===== config.mk =====
export PLATFORM = sky130hd
export DESIGN_NAME = sts_ctrl
export DESIGN_NICKNAME = d
export VERILOG_FILES = /design/src/rtl/sts_pkg.sv /design/src/rtl/sts_ctrl.sv
export SDC_FILE = /design/constraint.sdc
export NUM_CORES = 1
export LEC_CHECK = 0
export BUFFER_PORTS_ARGS = -buffer_cell sky130_fd_sc_hd__buf_2
export CORE_AREA = 3 3 80 138
export CTS_CLUSTER_DIAMETER = 200
export CTS_CLUSTER_SIZE = 30
export DETAILED_ROUTE_END_ITERATION = 8
export DIE_AREA = 0 0 83 141
export PLACE_DENSITY_LB_ADDON = 0.2
export SLEW_MARGIN = 15
export SYNTH_ARGS = -nofsm -noshare
export SYNTH_HDL_FRONTEND = slang
export SYNTH_SLANG_ARGS = --single-unit

===== constraint.sdc =====
create_clock -name aclk -period 5.05 [get_ports aclk]
set_clock_uncertainty 0.05 [all_clocks]
set_input_delay 0.505 -clock aclk [delete_from_list [all_inputs] [get_ports aclk]]
set_output_delay 0.505 -clock aclk [all_outputs]
set_load 0.1 [all_outputs]

===== src/rtl/sts_pkg.sv =====
// Shared types and constants of the sorted table binary search core.
package sts_pkg;

    localparam int unsigned INDEX_W = 10;
    localparam int unsigned BOUND_W = 11;
    localparam int unsigned RANGE_W = 12;
    localparam int unsigned VALUE_W = 32;
    localparam int unsigned S_DATA_W = 96;
    localparam int unsigned M_DATA_W = 16;

    typedef enum logic {
        OP_WRITE  = 1'b0,
        OP_SEARCH = 1'b1
    } op_t;

    typedef struct packed {
        logic               en;
        logic [INDEX_W-1:0] addr;
        logic [VALUE_W-1:0] data;
    } wr_req_t;

    typedef struct packed {
        logic               en;
        logic [INDEX_W-1:0] addr;
    } rd_req_t;

endpackage


===== src/rtl/sts_ctrl.sv =====
// Search sequencer with the result output register.
module sts_ctrl #(
    parameter int unsigned TABLE_DEPTH = 1024
) (
    input  logic                          aclk,
    input  logic                          aresetn,
    input  logic                          s_tvalid,
    output logic                          s_tready,
    input  logic                          s_op,
    input  logic [sts_pkg::INDEX_W-1:0]   s_write_address,
    input  logic [sts_pkg::VALUE_W-1:0]   s_entry_value,
    input  logic [sts_pkg::INDEX_W-1:0]   s_low_bound,
    input  logic [sts_pkg::BOUND_W-1:0]   s_high_bound,
    input  logic [sts_pkg::VALUE_W-1:0]   s_key,
    output sts_pkg::wr_req_t              wr_req,
    output sts_pkg::rd_req_t              rd_req,
    input  logic [sts_pkg::VALUE_W-1:0]   rd_data,
    output logic                          m_tvalid,
    input  logic                          m_tready,
    output logic                          m_found,
    output logic [sts_pkg::INDEX_W-1:0]   m_position
);
    import sts_pkg::*;

    typedef enum logic [3:0] {
        ST_IDLE  = 4'b0001,
        ST_PROBE = 4'b0010,
        ST_CMP   = 4'b0100,
        ST_DONE  = 4'b1000
    } state_t;

    state_t              state_reg, state_next;
    logic [RANGE_W-1:0]  lo_reg, lo_next;
    logic [RANGE_W-1:0]  hi_reg, hi_next;
    logic [VALUE_W-1:0]  key_reg, key_next;
    logic [INDEX_W-1:0]  mid_reg, mid_next;
    logic                oob_reg, oob_next;
    logic                res_found_reg, res_found_next;
    logic [INDEX_W-1:0]  res_pos_reg, res_pos_next;
    logic                m_valid_reg, m_valid_next;
    logic                m_found_reg, m_found_next;
    logic [INDEX_W-1:0]  m_pos_reg, m_pos_next;

    logic [RANGE_W-1:0]  mid_sum;
    logic [INDEX_W-1:0]  mid_calc;
    logic [VALUE_W-1:0]  entry;
    logic                accept;
    logic                out_load;

    assign mid_sum  = lo_reg + hi_reg;
    assign mid_calc = mid_sum[INDEX_W:1];
    assign entry    = oob_reg ? '0 : rd_data;
    assign s_tready = (state_reg == ST_IDLE);
    assign accept   = s_tvalid && s_tready;
    assign out_load = (state_reg == ST_DONE) && (!m_valid_reg || m_tready);

    assign wr_req.en   = accept && (op_t'(s_op) == OP_WRITE);
    assign wr_req.addr = s_write_address;
    assign wr_req.data = s_entry_value;

    assign rd_req.en   = (state_reg == ST_PROBE) && ($signed(lo_reg) <= $signed(hi_reg));
    assign rd_req.addr = mid_calc;

    always_comb begin
        state_next     = state_reg;
        lo_next        = lo_reg;
        hi_next        = hi_reg;
        key_next       = key_reg;
        mid_next       = mid_reg;
        oob_next       = oob_reg;
        res_found_next = res_found_reg;
        res_pos_next   = res_pos_reg;
        unique case (state_reg)
            ST_IDLE: begin
                if (accept && (op_t'(s_op) == OP_SEARCH)) begin
                    lo_next    = {{(RANGE_W-INDEX_W){1'b0}}, s_low_bound};
                    hi_next    = {{(RANGE_W-BOUND_W){s_high_bound[BOUND_W-1]}}, s_high_bound};
                    key_next   = s_key;
                    state_next = ST_PROBE;
                end
            end
            ST_PROBE: begin
                if ($signed(lo_reg) > $signed(hi_reg)) begin
                    res_found_next = 1'b0;
                    res_pos_next   = '0;
                    state_next     = ST_DONE;
                end else begin
                    mid_next   = mid_calc;
                    oob_next   = ({{(32-INDEX_W){1'b0}}, mid_calc} >= 32'(TABLE_DEPTH));
                    state_next = ST_CMP;
                end
            end
            ST_CMP: begin
                if (key_reg == entry) begin
                    res_found_next = 1'b1;
                    res_pos_next   = mid_reg;
                    state_next     = ST_DONE;
                end else if ($signed(key_reg) > $signed(entry)) begin
                    lo_next    = {{(RANGE_W-INDEX_W){1'b0}}, mid_reg} + RANGE_W'(1);
                    state_next = ST_PROBE;
                end else begin
                    hi_next    = {{(RANGE_W-INDEX_W){1'b0}}, mid_reg} - RANGE_W'(1);
                    state_next = ST_PROBE;
                end
            end
            ST_DONE: begin
                if (out_load) begin
                    state_next = ST_IDLE;
                end
            end
            default: begin
                state_next = ST_IDLE;
            end
        endcase
    end

    always_comb begin
        m_valid_next = m_valid_reg;
        m_found_next = m_found_reg;
        m_pos_next   = m_pos_reg;
        if (out_load) begin
            m_valid_next = 1'b1;
            m_found_next = res_found_reg;
            m_pos_next   = res_pos_reg;
        end else if (m_tready) begin
            m_valid_next = 1'b0;
        end
    end

    always_ff @(posedge aclk) begin
        if (!aresetn) begin
            state_reg   <= ST_IDLE;
            m_valid_reg <= 1'b0;
        end else begin
            state_reg   <= state_next;
            m_valid_reg <= m_valid_next;
        end
    end

    always_ff @(posedge aclk) begin
        lo_reg        <= lo_next;
        hi_reg        <= hi_next;
        key_reg       <= key_next;
        mid_reg       <= mid_next;
        oob_reg       <= oob_next;
        res_found_reg <= res_found_next;
        res_pos_reg   <= res_pos_next;
        m_found_reg   <= m_found_next;
        m_pos_reg     <= m_pos_next;
    end

    assign m_tvalid   = m_valid_reg;
    assign m_found    = m_found_reg;
    assign m_position = m_pos_reg;

    assert property (@(posedge aclk) disable iff (!aresetn)
        (state_reg == ST_CMP) |-> $past(state_reg == ST_PROBE))
        else $error("Compare step was not preceded by a probe.");

    assert property (@(posedge aclk) disable iff (!aresetn)
        (state_reg == ST_CMP) |-> ($signed(lo_reg) <= $signed(hi_reg)))
        else $error("Compare step entered with an empty range.");

    assert property (@(posedge aclk) disable iff (!aresetn)
        (m_valid_reg && !m_found_reg) |-> (m_pos_reg == '0))
        else $error("Not-found result carries a nonzero position.");

    assert property (@(posedge aclk) disable iff (!aresetn)
        $rose(m_valid_reg) |-> $past(state_reg == ST_DONE))
        else $error("Result appeared without a finished search.");

endmodule


---- Word-level counts from Yosys, hierarchy flattened ----
Cells that the tools add are included.
word-level totals
  bits in registers ....................... 93
  logic and storage cells ................. 67
cells by class
  add/sub/neg operators ................... 3
  magnitude comparators ................... 3
  equality and inequality tests ........... 12
  multiplexer cells ....................... 21
  bitwise operators ....................... 2
  reduce and logical (&&, ||, !) cells .... 16
operator list
  operator                                                                  number
  12-bit two-way mux                                                        6
  12-bit one-hot mux with 2 select lines                                    2
  32-bit equality test                                                      1
  32-bit greater-than comparator                                            1
  10-bit two-way mux                                                        2
  10-bit one-hot mux with 2 select lines                                    1
  4-bit two-way mux                                                         4
  4-bit one-hot mux with 4 select lines                                     1
  12-bit greater-than comparator                                            1
  12-bit <= comparator                                                      1
  10-bit by 1-bit adder with 11-bit output (second input constant)          1
  11-bit adder                                                              1
  10-bit by 1-bit subtractor with 11-bit output (second input constant)     1
  2-bit inequality test (second input constant)                             5
  4-bit AND reduction                                                       2
  2-bit AND reduction                                                       3
  2-bit nonzero test                                                        3
  1-bit logical AND                                                         5
  4-bit by 1-bit equality test with 1-bit output (second input constant)    1
  4-bit by 2-bit equality test with 1-bit output (second input constant)    1
  4-bit by 3-bit equality test with 1-bit output (second input constant)    1
  4-bit equality test (second input constant)                               1
  1-bit two-way mux                                                         4
  2-bit by 1-bit inequality test with 1-bit output (second input constant)  2
  other kinds (5)                                                           6

---- Depth between registers and ports, before layout ----
  depth after elaboration ................. 5
  mapped depth ............................ 10
  mapped depth without buffers ............ 10

---- Least setup slack after synthesis ----
Ideal clock, no wire load.
  path kind ............................... reg-to-output
  from .................................... register lo_reg[5]
  to ...................................... output rd_req[10] (netlist name)
  data arrival time ....................... 4,366 ps
  required time ........................... 4,495 ps
  setup slack ............................. 129 ps
  cell stages (with the launch flop) ...... 8
  path buffers ............................ 0
  path through ............................ edfxtp_1 > ha_1 > a21o_1 > a21o_1 > a21oi_1 > o211ai_1 > xnor2_1 > a21boi_0
RTL lines
  element                 RTL line         source
  start, declared         sts_ctrl.sv:33   logic [RANGE_W-1:0] lo_reg, lo_next;
  start signal, assigned  sts_ctrl.sv:141  lo_reg <= lo_next;
  end, declared           sts_ctrl.sv:16   output sts_pkg::rd_req_t rd_req,

==> flow_summary_export.csv <==
group,metric,value,unit
logic_synthesis,yosysMostFrequentCell,"edfxtp_1",
critical_path,cp_data_required_time,4.49,ns
critical_path,critical_path_class,"reg2out",
sta,rsz0062_at_grt,"no",
sta,min_period,3.731,ns
routing,drcViolationCount,0,
routing,vias_per_cell,5.377,
power_and_ir_drop,vdd_drop_max,0.3307,mV
sta,report.final.hold_viol_count,0,
clocking,clkTransAtPathRegs,0.06,ns
layout,antenna_cells,0,
logic_synthesis,synth-seq-cells,91,
clocking,clkLatencyLatePin,0.33,ns
critical_path,crit_fanout,6,
grt,grt_pass1_wl,18770,µm
logic_synthesis,syn-cell-area,5319,µm²
clocking,clock-sinks,91,
layout,stdcell_area,5991,µm²
logic_synthesis,synthTopCellsByCount,"edfxtp_1 (86), inv_1 (57), ha_1 (56)",
sta,slew_violations,0,
critical_path,cp_slowest_stage_delay,0.61,ns
layout,fillers,875,
logic_synthesis,synth-edff-count,86,
clocking,cts_max_level,3,
placed_design,routabilityCongestion,0.8605,
power_and_ir_drop,p_leak,2.667,nW
logic_synthesis,yosys_warnings,0,
floorplanning,io_pins,199,
grt,antenna_found_initial,0,
power_and_ir_drop,swShare,0.3980,
layout,syn_to_final_growth,12.63,%
floorplanning,die_x,83,µm
logic_synthesis,netlist.area_leader.share,0.4855,
power_and_ir_drop,internal-power,1.543,mW
floorplanning,initial_utilization,0.5335,
clocking,cts-hold-fix-buffers,0,
min_path,hp-class,"in2reg",
critical_path,worstSetupStartpointType,"register",
sta,fmax,268.0,MHz
critical_path,path_common_cell,"a21o_1",
clocking,post_cts_buffers,0,
grt,grt_max_degree,43,
clocking,cts_root_buf,"clkbuf_16",
clocking,cts_tree,"done",
logic_synthesis,synthArstFlopShare,0,
placed_design,io_buffers,114,
power_and_ir_drop,p_switching,1.020,mW
power_and_ir_drop,seqPwrFrac,0.384,
placed_design,dp.final_hpwl,9452,µm
run_status,run_status,"complete, no violations",
grt,grt_pass1_vias,3891,
routing,ant_nets,0,
floorplanning,rows,48,
sta,fin_setup_tns,0,ns
sta,hold_ws,0.2906,ns
sta,relSlewSlack,0.4101,
routing,wl_per_cell,16.95,µm
critical_path,endpoint_kind,"primary output",
routing,dr.pass1.iters,4,
floorplanning,die_h,141,µm
layout,largest_register_ffs,32,
clocking,cts_resized,0,
power_and_ir_drop,clockPowerShare,0.252,
power_and_ir_drop,power_frac_comb,0.364,
sta,setup_slack,1.319,ns
placed_design,place_area,5708,µm²
sta,finalSetupViolCount,0,
floorplanning,die_area,11700,µm²
logic_synthesis,synthTopCellsByArea,"edfxtp_1 (49%), ha_1 (13%), buf_4 (5.9%), inv_1 (4.0%), nand2_1 (3.5%)",
grt,grt.total_usage,0.2050,
routing,vias,3726,
logic_synthesis,netlist_instances,489,
critical_path,cp_cell_sequence,"ha_1, a21o_1, a21o_1, a21oi_1, o211ai_1, xnor2_1, a21boi_0, buf_2",
logic_synthesis,synth_nets,678,
layout,layout-drive-gt1-share,0.2412,
logic_synthesis,synth_top_cell_by_area,"edfxtp_1",
routing,wirelength,11750,µm
power_and_ir_drop,cellPowerDensity,427.8,nW/µm²
logic_synthesis,ys_seq_area_frac,0.5044,
routing,drt-initial-drc-count,175,
flow_run,cap_violations,0,
floorplanning,core,9970,µm²
grt,grt.overflow.total,0,
logic_synthesis,ys_types,48,
sta,fin_crit_sh,0.7389,
critical_path,path_buf_inv,1,
critical_path,critical-path-top-delay-family,"compound AO/OA/AOI/OAI gates",
sta,worst_pin_slew,0.8816,ns
placed_design,pre_cts_ws,1.669,ns
clocking,cts_inserted_buffers,9,
layout,nets,753,
logic_synthesis,synth_area_per_cell,10.88,µm²
logic_synthesis,synthFlopType,"edfxtp_1",
critical_path,arrival,3.18,ns
critical_path,crit_slowest_cell,"a21boi_0",
clocking,ctsLongestPathBuffers,2,
[metrics by stage]
| step | power [mW] | instances | util |
|---|---|---|---|
| floorplan | 1.885 | 489 | - |
| global placement | 1.915 | 678 | 0.5725 |
| detailed placement | 1.937 | 678 | 0.5725 |
| CTS | 2.584 | 693 | 0.6009 |
| global route | 2.679 | 693 | 0.6009 |
| finish | 2.563 | 693 | 0.6009 |
[cell type report]
type                       instances  area [µm²]  share of cell area
clock inverter                     5       53.80            0.008981
inverter                          57       214.0             0.03571
multi-input combinational        287        2054              0.3429
timing repair buffer             118       600.6              0.1003
clock buffer                      10       229.0             0.03822
sequential                        91        2683              0.4478
tap                              125       156.4             0.02611
[power by group through the flow]
stage / sequential (mW) / clock (mW) / combinational (mW)
after floorplan: 1.03 / 0 / 0.852
after global placement: 0.996 / 0 / 0.919
after detailed placement: 1.00 / 0 / 0.936
after CTS: 0.985 / 0.659 / 0.940
after global routing: 0.995 / 0.687 / 0.997
final: 0.984 / 0.646 / 0.933
[cells in the final DEF (no fill, tap or decap), types with 2 or more instances in the layout]
cell type and n:
buf_4 4, or4b_2 2, nor4_1 3, and2_1 8, nor2_1 21, a21o_1 5
and3_1 2, inv_1 57, nor2b_1 5, dfxtp_1 5, clkbuf_16 9, o211ai_1 2
xnor2_1 14, o21bai_1 4, a21boi_0 3, buf_2 114, a31oi_1 5, edfxtp_1 86
and4_1 4, xor2_1 10, a21oi_1 21, nand2_1 49, nand4_1 5, nor4b_1 2
ha_1 56, nor3_1 5, o21ai_0 30, clkinv_1 2, nand2b_1 3, a221oi_1 2
nand3_1 10
[path summary, 6_finish.rpt]
path,from,end,slack (ns),depth (start not counted)
max,lo_reg[5],rd_req[10],1.32,8
min,s_key[13],key_reg[13],0.29,1
min reg2reg,res_pos_reg[0],m_position[0],0.37,0
max reg2reg,lo_reg[5],mid_reg[8],2.12,8
[metal layers]
layer,part of all wire,track usage,wire length (µm),up-vias
met3,0.074,0.07135,875,13
met2,0.56,0.3883,6550,178
met4,0.018,0.07752,212,0
li1,-,-,-,1816
met1,0.35,0.2014,4110,1719
met5,0,0,0,-
[cells by family (layout without fill, tap and decap cells)]
kind of cell    count (synthesis)  in the layout  share of synthesized area
flops                          91             91                     0.5044
fa+ha+maj                      57             57                     0.1355
buf+inv                       111            190                     0.1094
xor+xnor                       24             24                    0.03952
compound gates                 81             81                    0.09245
mux                             2              2                   0.003999
simple gates                  123            123                     0.1148
(Power assumes the default switching activity.)
